===== config.mk =====
export PLATFORM = sky130hd
export DESIGN_NAME = json_string_unescape_utf8
export DESIGN_NICKNAME = d
export VERILOG_FILES = /design/src/hdl/jsu_pkg.sv /design/src/hdl/jsu_decode.sv /design/src/hdl/jsu_rsp_queue.sv /design/src/hdl/json_string_unescape_utf8.sv
export SDC_FILE = /design/constraint.sdc
export NUM_CORES = 1
export LEC_CHECK = 0
export ABC_AREA = 1
export ABC_CLOCK_PERIOD_IN_PS = 11330
export BUFFER_PORTS_ARGS = -buffer_cell sky130_fd_sc_hd__buf_2
export CELL_PAD_IN_SITES_DETAIL_PLACEMENT = 0
export CELL_PAD_IN_SITES_GLOBAL_PLACEMENT = 1
export CORE_AREA = 4 4 192 194
export DETAILED_ROUTE_END_ITERATION = 16
export DIE_AREA = 0 0 196 198
export PLACE_DENSITY_LB_ADDON = 0.1
export SLEW_MARGIN = 20
export SYNTH_ARGS = -nofsm -noshare
export SYNTH_HDL_FRONTEND = slang
export SYNTH_HIERARCHICAL = 1
export SYNTH_SLANG_ARGS = --single-unit

===== constraint.sdc =====
create_clock -name clock -period 11.33 [get_ports clock]
set_input_delay 2.8325 -clock clock [delete_from_list [all_inputs] [get_ports clock]]
set_output_delay 2.8325 -clock clock [all_outputs]
set_load 0.05 [all_outputs]

===== src/hdl/jsu_pkg.sv =====
// ----------------------------------------------------------------------------
// JSU package
// Types, character codes, parser modes and helper functions shared by the
// JSON string unescaper modules.
// ----------------------------------------------------------------------------
package jsu_pkg;

   localparam int MaxResults = 6;

   // Parser modes.
   localparam logic [2:0] ModeIdle   = 3'd0;
   localparam logic [2:0] ModeStr    = 3'd1;
   localparam logic [2:0] ModeEsc    = 3'd2;
   localparam logic [2:0] ModeHex    = 3'd3;
   localparam logic [2:0] ModeWaitBs = 3'd4;
   localparam logic [2:0] ModeWaitU  = 3'd5;
   localparam logic [2:0] ModeLowHex = 3'd6;

   // Result status codes.
   localparam logic [1:0] StatusData    = 2'd0;
   localparam logic [1:0] StatusClosed  = 2'd1;
   localparam logic [1:0] StatusEnded   = 2'd2;
   localparam logic [1:0] StatusNoQuote = 2'd3;

   // Character codes.
   localparam logic [7:0] CharNul       = 8'h00;
   localparam logic [7:0] CharQuote     = 8'h22;
   localparam logic [7:0] CharBackslash = 8'h5C;
   localparam logic [7:0] CharQuestion  = 8'h3F;
   localparam logic [7:0] CharU         = 8'h75;
   localparam logic [7:0] CharB         = 8'h62;
   localparam logic [7:0] CharF         = 8'h66;
   localparam logic [7:0] CharN         = 8'h6E;
   localparam logic [7:0] CharR         = 8'h72;
   localparam logic [7:0] CharT         = 8'h74;
   localparam logic [7:0] CtlBackspace  = 8'h08;
   localparam logic [7:0] CtlFormFeed   = 8'h0C;
   localparam logic [7:0] CtlLineFeed   = 8'h0A;
   localparam logic [7:0] CtlReturn     = 8'h0D;
   localparam logic [7:0] CtlTab        = 8'h09;

   // UTF-8 and surrogate constants.
   localparam logic [7:0]  Utf8Lead2   = 8'hC0;
   localparam logic [7:0]  Utf8Lead3   = 8'hE0;
   localparam logic [7:0]  Utf8Lead4   = 8'hF0;
   localparam logic [7:0]  Utf8Cont    = 8'h80;
   localparam logic [5:0]  SurrHighTag = 6'b110110;   // 0xD800 to 0xDBFF
   localparam logic [5:0]  SurrLowTag  = 6'b110111;   // 0xDC00 to 0xDFFF
   localparam logic [20:0] SuppBase    = 21'h10000;

   typedef struct packed {
      logic [2:0]  mode;
      logic [2:0]  hex_count;
      logic [15:0] code_accum;
      logic [15:0] held_high;
   } state_type;

   typedef struct packed {
      logic [7:0] out_byte;
      logic       byte_valid;
      logic [1:0] status;
      logic       last;
   } rsp_item_type;

   typedef struct packed {
      rsp_item_type [MaxResults-1:0] items;
      logic [2:0]                    count;
   } result_set_type;

   typedef struct packed {
      logic [3:0][7:0] bytes;
      logic [2:0]      count;
   } enc_type;

   function automatic rsp_item_type data_item(input logic [7:0] b);
      rsp_item_type r;
      r.out_byte   = b;
      r.byte_valid = 1'b1;
      r.status     = StatusData;
      r.last       = 1'b0;
      return r;
   endfunction

   function automatic rsp_item_type status_item(input logic [1:0] st);
      rsp_item_type r;
      r.out_byte   = 8'h00;
      r.byte_valid = 1'b0;
      r.status     = st;
      r.last       = 1'b0;
      return r;
   endfunction

   // Returns {ok, value}; ok is low for a byte that is not a hex digit.
   function automatic logic [4:0] hex_lookup(input logic [7:0] b);
      logic [4:0] r;
      r = 5'b0;
      if (b >= 8'h30 && b <= 8'h39) begin
         r = {1'b1, 4'(b - 8'h30)};
      end else if (b >= 8'h61 && b <= 8'h66) begin
         r = {1'b1, 4'(b - 8'h57)};
      end else if (b >= 8'h41 && b <= 8'h46) begin
         r = {1'b1, 4'(b - 8'h37)};
      end
      return r;
   endfunction

   function automatic enc_type utf8_pack(input logic [20:0] cp);
      enc_type r;
      r = '0;
      if (cp < 21'h80) begin
         r.bytes[0] = cp[7:0];
         r.count    = 3'd1;
      end else if (cp < 21'h800) begin
         r.bytes[0] = Utf8Lead2 | {3'b0, cp[10:6]};
         r.bytes[1] = Utf8Cont | {2'b0, cp[5:0]};
         r.count    = 3'd2;
      end else if (cp < SuppBase) begin
         r.bytes[0] = Utf8Lead3 | {4'b0, cp[15:12]};
         r.bytes[1] = Utf8Cont | {2'b0, cp[11:6]};
         r.bytes[2] = Utf8Cont | {2'b0, cp[5:0]};
         r.count    = 3'd3;
      end else begin
         r.bytes[0] = Utf8Lead4 | {5'b0, cp[20:18]};
         r.bytes[1] = Utf8Cont | {2'b0, cp[17:12]};
         r.bytes[2] = Utf8Cont | {2'b0, cp[11:6]};
         r.bytes[3] = Utf8Cont | {2'b0, cp[5:0]};
         r.count    = 3'd4;
      end
      return r;
   endfunction

endpackage


===== src/hdl/jsu_decode.sv =====
// ----------------------------------------------------------------------------
// JSU decoder
// Next parser state and the full list of results for one request byte.
// ----------------------------------------------------------------------------
module jsu_decode (
   input  jsu_pkg::state_type      state,
   input  logic [7:0]              in_byte,
   output jsu_pkg::state_type      state_next,
   output jsu_pkg::result_set_type results
);

   localparam logic [2:0] TailNone    = 3'd0;
   localparam logic [2:0] TailStr     = 3'd1;
   localparam logic [2:0] TailEsc     = 3'd2;
   localparam logic [2:0] TailEnc     = 3'd3;
   localparam logic [2:0] TailNoQuote = 3'd4;

   logic [4:0]             hex;
   logic                   hex_ok;
   logic [15:0]            acc_next;
   logic [2:0]             cnt_next;
   logic                   acc_high;
   logic                   acc_low;
   jsu_pkg::enc_type       enc_held;
   jsu_pkg::enc_type       enc_acc;
   jsu_pkg::enc_type       enc_join;
   jsu_pkg::rsp_item_type  str_item;
   logic                   str_n;
   logic [2:0]             str_mode;
   jsu_pkg::rsp_item_type  esc_item;
   logic                   esc_n;
   logic [2:0]             esc_mode;
   logic                   esc_is_u;
   logic                   a_on;
   logic                   a_join;
   logic                   q_on;
   logic [2:0]             t_kind;
   jsu_pkg::enc_type       a_enc;
   jsu_pkg::rsp_item_type  t_items [3];
   logic [1:0]             t_n;
   logic [3:0]             ca;
   logic [3:0]             qo;
   logic [3:0]             total;

   assign hex      = jsu_pkg::hex_lookup(in_byte);
   assign hex_ok   = hex[4];
   assign acc_next = {state.code_accum[11:0], hex[3:0]};
   assign cnt_next = state.hex_count + 3'd1;
   assign acc_high = (acc_next[15:10] == jsu_pkg::SurrHighTag);
   assign acc_low  = (acc_next[15:10] == jsu_pkg::SurrLowTag);
   assign enc_held = jsu_pkg::utf8_pack({5'b0, state.held_high});
   assign enc_acc  = jsu_pkg::utf8_pack({5'b0, acc_next});
   assign enc_join = jsu_pkg::utf8_pack(
                        jsu_pkg::SuppBase + {1'b0, state.held_high[9:0], acc_next[9:0]});

   // A byte taken as part of the string body.
   always_comb begin
      str_item = jsu_pkg::data_item(in_byte);
      str_n    = 1'b1;
      str_mode = jsu_pkg::ModeStr;
      if (in_byte == jsu_pkg::CharQuote) begin
         str_item = jsu_pkg::status_item(jsu_pkg::StatusClosed);
         str_mode = jsu_pkg::ModeIdle;
      end else if (in_byte == jsu_pkg::CharNul) begin
         str_item = jsu_pkg::status_item(jsu_pkg::StatusEnded);
         str_mode = jsu_pkg::ModeIdle;
      end else if (in_byte == jsu_pkg::CharBackslash) begin
         str_n    = 1'b0;
         str_mode = jsu_pkg::ModeEsc;
      end
   end

   // A byte that follows a backslash.
   always_comb begin
      esc_item = jsu_pkg::data_item(in_byte);
      esc_n    = 1'b1;
      esc_mode = jsu_pkg::ModeStr;
      esc_is_u = 1'b0;
      case (in_byte)
         jsu_pkg::CharNul: begin
            esc_item = jsu_pkg::status_item(jsu_pkg::StatusEnded);
            esc_mode = jsu_pkg::ModeIdle;
         end
         jsu_pkg::CharU: begin
            esc_n    = 1'b0;
            esc_mode = jsu_pkg::ModeHex;
            esc_is_u = 1'b1;
         end
         jsu_pkg::CharB: esc_item = jsu_pkg::data_item(jsu_pkg::CtlBackspace);
         jsu_pkg::CharF: esc_item = jsu_pkg::data_item(jsu_pkg::CtlFormFeed);
         jsu_pkg::CharN: esc_item = jsu_pkg::data_item(jsu_pkg::CtlLineFeed);
         jsu_pkg::CharR: esc_item = jsu_pkg::data_item(jsu_pkg::CtlReturn);
         jsu_pkg::CharT: esc_item = jsu_pkg::data_item(jsu_pkg::CtlTab);
         default: esc_item = jsu_pkg::data_item(in_byte);
      endcase
   end

   // Every result list is: an optional code point, an optional '?', then a tail.
   always_comb begin
      state_next = state;
      a_on       = 1'b0;
      a_join     = 1'b0;
      q_on       = 1'b0;
      t_kind     = TailNone;
      unique case (state.mode)
         jsu_pkg::ModeStr: t_kind = TailStr;
         jsu_pkg::ModeEsc: t_kind = TailEsc;
         jsu_pkg::ModeHex: begin
            if (!hex_ok) begin
               q_on   = 1'b1;
               t_kind = TailStr;
            end else begin
               state_next.code_accum = acc_next;
               state_next.hex_count  = cnt_next;
               if (cnt_next[2]) begin
                  if (acc_high) begin
                     state_next.held_high = acc_next;
                     state_next.mode      = jsu_pkg::ModeWaitBs;
                  end else begin
                     t_kind = TailEnc;
                  end
               end
            end
         end
         jsu_pkg::ModeWaitBs: begin
            if (in_byte == jsu_pkg::CharBackslash) begin
               state_next.mode = jsu_pkg::ModeWaitU;
            end else begin
               a_on   = 1'b1;
               t_kind = TailStr;
            end
         end
         jsu_pkg::ModeWaitU: begin
            if (in_byte == jsu_pkg::CharU) begin
               state_next.mode       = jsu_pkg::ModeLowHex;
               state_next.hex_count  = 3'd0;
               state_next.code_accum = 16'h0000;
            end else begin
               a_on   = 1'b1;
               t_kind = TailEsc;
            end
         end
         jsu_pkg::ModeLowHex: begin
            if (!hex_ok) begin
               a_on   = 1'b1;
               q_on   = 1'b1;
               t_kind = TailStr;
            end else begin
               state_next.code_accum = acc_next;
               state_next.hex_count  = cnt_next;
               if (cnt_next[2]) begin
                  a_on = 1'b1;
                  if (acc_low) begin
                     a_join          = 1'b1;
                     state_next.mode = jsu_pkg::ModeStr;
                  end else if (acc_high) begin
                     state_next.held_high = acc_next;
                     state_next.mode      = jsu_pkg::ModeWaitBs;
                  end else begin
                     t_kind = TailEnc;
                  end
               end
            end
         end
         default: begin
            if (in_byte == jsu_pkg::CharQuote) begin
               state_next.mode = jsu_pkg::ModeStr;
            end else begin
               t_kind = TailNoQuote;
            end
         end
      endcase

      t_items[0] = jsu_pkg::data_item(enc_acc.bytes[0]);
      t_items[1] = jsu_pkg::data_item(enc_acc.bytes[1]);
      t_items[2] = jsu_pkg::data_item(enc_acc.bytes[2]);
      t_n        = 2'd0;
      case (t_kind)
         TailStr: begin
            t_items[0]      = str_item;
            t_n             = {1'b0, str_n};
            state_next.mode = str_mode;
         end
         TailEsc: begin
            t_items[0]      = esc_item;
            t_n             = {1'b0, esc_n};
            state_next.mode = esc_mode;
            if (esc_is_u) begin
               state_next.hex_count  = 3'd0;
               state_next.code_accum = 16'h0000;
            end
         end
         TailEnc: begin
            t_n             = enc_acc.count[1:0];
            state_next.mode = jsu_pkg::ModeStr;
         end
         TailNoQuote: begin
            t_items[0]      = jsu_pkg::status_item(jsu_pkg::StatusNoQuote);
            t_n             = 2'd1;
            state_next.mode = jsu_pkg::ModeIdle;
         end
         default: t_n = 2'd0;
      endcase
   end

   assign a_enc = a_join ? enc_join : enc_held;
   assign ca    = a_on ? {1'b0, a_enc.count} : 4'd0;
   assign qo    = ca + {3'b0, q_on};
   assign total = qo + {2'b0, t_n};

   // Lay the three parts out in result order and mark the final one.
   always_comb begin
      for (int i = 0; i < jsu_pkg::MaxResults; i++) begin
         if (4'(i) < ca) begin
            results.items[i] = jsu_pkg::data_item(a_enc.bytes[2'(i)]);
         end else if (4'(i) < qo) begin
            results.items[i] = jsu_pkg::data_item(jsu_pkg::CharQuestion);
         end else begin
            results.items[i] = t_items[2'(4'(i) - qo)];
         end
         results.items[i].last = (4'(i) == total - 4'd1);
      end
      results.count = total[2:0];
   end

endmodule


===== src/hdl/jsu_rsp_queue.sv =====
// ----------------------------------------------------------------------------
// JSU response queue
// Holds the results of one request and hands them out one per cycle while the receiver is ready.
// ----------------------------------------------------------------------------
module jsu_rsp_queue (
   input  logic                    clock,
   input  logic                    reset,
   input  logic                    load,
   input  jsu_pkg::result_set_type results,
   input  logic                    take_ready,
   output logic                    can_load,
   output logic                    head_valid,
   output jsu_pkg::rsp_item_type   head
);

   logic [2:0]            count_ff;
   logic [2:0]            count_in;
   jsu_pkg::rsp_item_type slots_ff [jsu_pkg::MaxResults];
   jsu_pkg::rsp_item_type slots_in [jsu_pkg::MaxResults];
   logic                  take;

   assign head_valid = (count_ff != 3'd0);
   assign head       = slots_ff[0];
   assign take       = head_valid && take_ready;
   assign can_load   = (count_ff == 3'd0) || ((count_ff == 3'd1) && take_ready);

   always_comb begin
      count_in = count_ff;
      slots_in = slots_ff;
      if (load) begin
         count_in = results.count;
         for (int i = 0; i < jsu_pkg::MaxResults; i++) begin
            slots_in[i] = results.items[i];
         end
      end else if (take) begin
         count_in = count_ff - 3'd1;
         for (int i = 0; i < jsu_pkg::MaxResults - 1; i++) begin
            slots_in[i] = slots_ff[i + 1];
         end
      end
   end

   always_ff @(posedge clock) begin
      if (reset) begin
         count_ff <= 3'd0;
      end else begin
         count_ff <= count_in;
      end
   end

   always_ff @(posedge clock) begin
      slots_ff <= slots_in;
   end

endmodule


===== src/hdl/json_string_unescape_utf8.sv =====
// Latency: the first result of a request is offered in the cycle after the request is accepted.
// Throughput: one request per cycle while each request gives at most one result and the
// receiver is ready; a request that gives n results holds the result queue until they are
// taken, and the next request is taken in the cycle its last result is taken.
// Reset is synchronous and active high: the parser returns to idle, awaiting an opening
// quote, and any results not yet delivered are dropped.
// ----------------------------------------------------------------------------
// JSON string unescaper to UTF-8
// Parses a stream of raw bytes holding JSON string literals and delivers the
// decoded UTF-8 bytes, followed by one status result per string.
// ----------------------------------------------------------------------------
module json_string_unescape_utf8 (
   input  logic       clock,
   input  logic       reset,
   // Request channel: one raw byte per request.
   input  logic       req_tvalid,
   output logic       req_tready,
   input  logic [7:0] req_tdata,   // [7:0] in_byte
   // Response channel: one decoded byte or status per response.
   output logic       rsp_tvalid,
   input  logic       rsp_tready,
   output logic [7:0] rsp_tdata,   // [7:0] out_byte
   output logic [2:0] rsp_tuser,   // [0] byte_valid, [2:1] status
   output logic       rsp_tlast    // last result caused by its request
);

   // The parser state: mode, hex digit count, gathered hex digits and a
   // high surrogate held while the parser looks for its low partner.
   jsu_pkg::state_type      state_ff;
   jsu_pkg::state_type      state_in;
   jsu_pkg::state_type      state_next;
   jsu_pkg::result_set_type results;
   jsu_pkg::rsp_item_type   head;
   logic                    accept;

   // The decoder works straight from the request byte and the parser state,
   // so the state and the queue both load at the accepting edge.
   jsu_decode u_decode (
      .state      (state_ff),
      .in_byte    (req_tdata),
      .state_next (state_next),
      .results    (results)
   );

   // The queue holds up to six results; a new request is taken whenever the
   // queue will be empty after this cycle, so single results stream without gaps.
   jsu_rsp_queue u_queue (
      .clock      (clock),
      .reset      (reset),
      .load       (accept),
      .results    (results),
      .take_ready (rsp_tready),
      .can_load   (req_tready),
      .head_valid (rsp_tvalid),
      .head       (head)
   );

   assign accept = req_tvalid && req_tready;

   // The state only moves when a request is accepted.
   assign state_in = accept ? state_next : state_ff;

   always_ff @(posedge clock) begin
      if (reset) begin
         state_ff.mode       <= jsu_pkg::ModeIdle;
         state_ff.hex_count  <= 3'd0;
         state_ff.code_accum <= 16'h0000;
         state_ff.held_high  <= 16'h0000;
      end else begin
         state_ff <= state_in;
      end
   end

   assign rsp_tdata = head.out_byte;
   assign rsp_tuser = {head.status, head.byte_valid};
   assign rsp_tlast = head.last;

endmodule


==> impl_results.html <==
<table>
<tr><th>Metric</th><th>Value</th></tr>
<tr><th colspan="2">Outcome</th></tr>
<tr><td>Result of the run</td><td>completed</td></tr>
<tr><th colspan="2">Synth</th></tr>
<tr><td>Instance count of the mapped netlist</td><td>1,330</td></tr>
<tr><td>Synthesized Nets</td><td>1,360</td></tr>
<tr><td>Mapped Area</td><td>between 8000 and 9000 µm²</td></tr>
<tr><td>YS warnings</td><td>6</td></tr>
<tr><td>Mean instance size in the synthesized netlist</td><td>about 6.4 µm²</td></tr>
<tr><th colspan="2">Placement</th></tr>
<tr><td>Final HPWL DP</td><td>roughly 23 mm</td></tr>
<tr><td>Number of port buffers</td><td>25</td></tr>
<tr><td>Final weighted congestion in routability-driven placement</td><td>just under 0.9</td></tr>
<tr><th colspan="2">Setup path</th></tr>
<tr><td>FF-to-FF path depth</td><td>20</td></tr>
<tr><td>Largest driver fanout on the critical path</td><td>27</td></tr>
<tr><td>Kind of critical path</td><td>primary input to register</td></tr>
<tr><td>CP endpoint kind</td><td>register</td></tr>
<tr><td>Data arrival time of the critical path</td><td>~7100 ps</td></tr>
<tr><td>Required time worst endpoint</td><td>roughly 11,000 ps</td></tr>
<tr><td>Reg2reg setup slack</td><td>6450 ps</td></tr>
<tr><td>Critical Path Start Type</td><td>primary input</td></tr>
<tr><th colspan="2">CTS</th></tr>
<tr><td>CTS tree</td><td>built</td></tr>
<tr><td>Post-CTS setup buffers</td><td>0</td></tr>
<tr><td>Clock-pin slew on the worst setup and hold paths</td><td>approximately 80 ps</td></tr>
<tr><td>Number of buffers inserted during clock tree synthesis</td><td>9</td></tr>
<tr><td>Resized cells post-CTS</td><td>0</td></tr>
<tr><td>Cell at the root of the clock tree</td><td>sky130_fd_sc_hd__clkbuf_16</td></tr>
<tr><td>Clock insertion delay at the later pin of the skew report</td><td>between 300 and 400 ps</td></tr>
<tr><td>Cts hold-fix bufs</td><td>0</td></tr>
<tr><td>Clock Sink Count</td><td>between 100 and 150</td></tr>
<tr><td>CTS max path bufs</td><td>2</td></tr>
<tr><td>H-tree level count</td><td>3</td></tr>
<tr><th colspan="2">Routing</th></tr>
<tr><td>Remaining number of nets flagged by the antenna check after routing</td><td>0</td></tr>
<tr><td>DRT Pass-1 Iters</td><td>6</td></tr>
<tr><td>DRC</td><td>0</td></tr>
<tr><td>DR iter-0 viols</td><td>between 400 and 500</td></tr>
<tr><td>Total vias in the final route</td><td>a little over 8k</td></tr>
<tr><td>Routed wire length</td><td>around 31 mm</td></tr>
<tr><td>Routed length per placed instance</td><td>~17 µm</td></tr>
<tr><td>Via density per instance</td><td>between 4 and 5</td></tr>
<tr><th colspan="2">Finish</th></tr>
<tr><td>Fraction of final layout cells with drive strength greater than 1</td><td>slightly below 7%</td></tr>
<tr><td>Synthesis-to-finish area growth</td><td>8.44%</td></tr>
<tr><td>Area of all sequential standard cells</td><td>about 2900 µm²</td></tr>
<tr><td>Number of diodes added for antenna fixing</td><td>0</td></tr>
<tr><td>Number of fill cells</td><td>roughly 4.0k</td></tr>
<tr><td>Layout net count</td><td>between 1k and 1.5k</td></tr>
<tr><td>Area taken by multi-input logic gates</td><td>approximately 4500 µm²</td></tr>
<tr><th colspan="2">Worst hold path</th></tr>
<tr><td>Hold depth</td><td>2</td></tr>
<tr><td>Path type of the worst min-delay path</td><td>register to register</td></tr>
<tr><th colspan="2">Global routing</th></tr>
<tr><td>First-pass GRT wire length</td><td>approximately 48 mm</td></tr>
<tr><td>Global-route usage over all layers</td><td>15.8%</td></tr>
<tr><td>Number of antenna violations at the first check in global routing</td><td>0</td></tr>
<tr><td>Total congestion overflow after global routing</td><td>0</td></tr>
<tr><td>Largest net degree at the start of global routing</td><td>70</td></tr>
<tr><td>Number of global-route vias before repair</td><td>between 8k and 9k</td></tr>
<tr><th colspan="2">Pwr</th></tr>
<tr><td>Max VDD drop</td><td>0.106 mV</td></tr>
<tr><td>Overall Power</td><td>between 2000 and 3000 µW</td></tr>
<tr><td>PwrDens</td><td>325 nW/µm²</td></tr>
<tr><td>Leakage Power</td><td>around 0.0045 µW</td></tr>
<tr><th colspan="2">STA</th></tr>
<tr><td>Total Negative Setup Slacks</td><td>0 ps</td></tr>
<tr><td>Part of the cycle the worst path needs</td><td>slightly above 60%</td></tr>
<tr><td>Final count of hold timing violations</td><td>0</td></tr>
<tr><td>Highest achievable clock rate</td><td>between 100 and 150 MHz</td></tr>
<tr><td>Time the final worst path needs with I/O delays and setup</td><td>between 6000 and 7000 ps</td></tr>
<tr><td>Maximum clock skew at final layout</td><td>between 9 and 10 ps</td></tr>
<tr><td>Normalized max-slew margin</td><td>between 40 and 50%</td></tr>
<tr><td>Worst Tran Pin Value</td><td>835 ps</td></tr>
<tr><td>Final-report max-slew violation count</td><td>0</td></tr>
<tr><td>Setup repair after global routing missed its margin</td><td>false</td></tr>
<tr><td>Total setup violations reported at the end of the flow</td><td>0</td></tr>
<tr><th colspan="2">Die</th></tr>
<tr><td>Core Area</td><td>between 30,000 and 40,000 µm²</td></tr>
<tr><td>Die ar.</td><td>slightly below 40,000 µm²</td></tr>
<tr><td>Die extent in y</td><td>approximately 200 µm</td></tr>
<tr><td>Number of standard-cell rows in the floorplan</td><td>69</td></tr>
<tr><td>Chip Width</td><td>around 200 µm</td></tr>
<tr><td>Initial core utilization</td><td>between 20% and 30%</td></tr>
<tr><td>Ports placed on the boundary</td><td>26</td></tr>
<tr><th colspan="2">Flow run</th></tr>
<tr><td>Max-cap violations</td><td>0</td></tr>
</table>
## worst max-delay path, stage by stage
cell                       delay, ps
sky130_fd_sc_hd__buf_2           150
sky130_fd_sc_hd__inv_1           140
sky130_fd_sc_hd__ha_1            240
sky130_fd_sc_hd__nand2_1          60
sky130_fd_sc_hd__nand3_1          70
sky130_fd_sc_hd__nand2_2         140
sky130_fd_sc_hd__nand2_4         150
sky130_fd_sc_hd__a21boi_0        230
sky130_fd_sc_hd__nor2_1           60
sky130_fd_sc_hd__nand2_1         290
sky130_fd_sc_hd__o21ai_0         160
sky130_fd_sc_hd__nor2_1          170
sky130_fd_sc_hd__ha_1            250
sky130_fd_sc_hd__buf_4           230
sky130_fd_sc_hd__inv_1           570
sky130_fd_sc_hd__ha_1            390
sky130_fd_sc_hd__inv_1           330
sky130_fd_sc_hd__nor2_1          170
sky130_fd_sc_hd__nand2_1         130
sky130_fd_sc_hd__nand3_1          90
sky130_fd_sc_hd__nand2_1          60
sky130_fd_sc_hd__inv_1            40
sky130_fd_sc_hd__nand2_1          60
sky130_fd_sc_hd__nand2_1          60
## stage by stage
stage	cells	worst slack [ps]	cell area (µm²)	util, %	hold WS [ps]
6_report	1783	4370	9200	26.1	511
5_1_grt	1783	3960	9200	26.1	533
4_1_cts	1783	4460	9200	26.1	516
3_5_place_dp	1768	4050	8900	25.3	496
3_3_place_gp	1768	4160	8900	25.3	491
2_1_floorplan	1330	4900	8480	-	487
## report_power, final
part           internal, µW  switching, µW  leakage, µW
sequential              703            104      0.00101
clock                   173            167     0.000144
combinational           493           1350      0.00337
total                  1370           1620      0.00453
## registers in the layout (all words and copies together) (netlist names)
register,flops
u_queue/slots_ff,60
u_queue/count_ff,3
u_queue/head,12
state_ff,34
## layout make-up
type                    count  area share, %
clock buffers               9           2.45
clock inverters             6          0.776
inverters                 187           7.63
multi-input cells         976           49.1
flip-flops and latches    109           31.6
well taps                 461           6.27
repair buffers             35           2.18
## layer usage
metal  share of wire [%]  GRT usage (%)  vias to the layer above
met3                 2.5           2.23                       31
met2                  45           25.3                      137
li1                    -              -                     4208
met1                  50           22.4                     3817
met5                   0              0                        -
met4                 1.9           4.34                        0
## worst paths after layout
| path | start | end |
|---|---|---|
| hold reg to reg | u_queue/slots_ff[41]$_DFFE_PP_ | u_queue/slots_ff[53]$_DFFE_PP_ |
| setup / recovery | req_tdata[0] | u_queue/head[7]$_DFFE_PP_ |
| hold / removal | u_queue/slots_ff[41]$_DFFE_PP_ | u_queue/slots_ff[53]$_DFFE_PP_ |
| setup reg to reg | state_ff[7]$_SDFFE_PP0P_ | u_queue/head[7]$_DFFE_PP_ |
## cells in the final DEF (no fill, tap or decap), types with 4 or more instances in the layout
cell                        count
sky130_fd_sc_hd__nand2_1      487
sky130_fd_sc_hd__inv_1        170
sky130_fd_sc_hd__nor2_1       157
sky130_fd_sc_hd__nand3_1      110
sky130_fd_sc_hd__edfxtp_1      72
sky130_fd_sc_hd__a21oi_1       42
sky130_fd_sc_hd__o21ai_0       41
sky130_fd_sc_hd__dfxtp_1       37
sky130_fd_sc_hd__buf_2         25
sky130_fd_sc_hd__inv_2         17
sky130_fd_sc_hd__ha_1          17
sky130_fd_sc_hd__o22ai_1       16
sky130_fd_sc_hd__nor3_1        13
sky130_fd_sc_hd__o211ai_1      13
sky130_fd_sc_hd__nand4_1       12
sky130_fd_sc_hd__buf_4         10
sky130_fd_sc_hd__clkbuf_16      9
sky130_fd_sc_hd__nor2_2         7
sky130_fd_sc_hd__a22oi_1        7
sky130_fd_sc_hd__o221ai_1       6
sky130_fd_sc_hd__nand2_2        5
sky130_fd_sc_hd__a221oi_1       4
sky130_fd_sc_hd__o2111ai_1      4
Power figures use the tool's default switching activity.
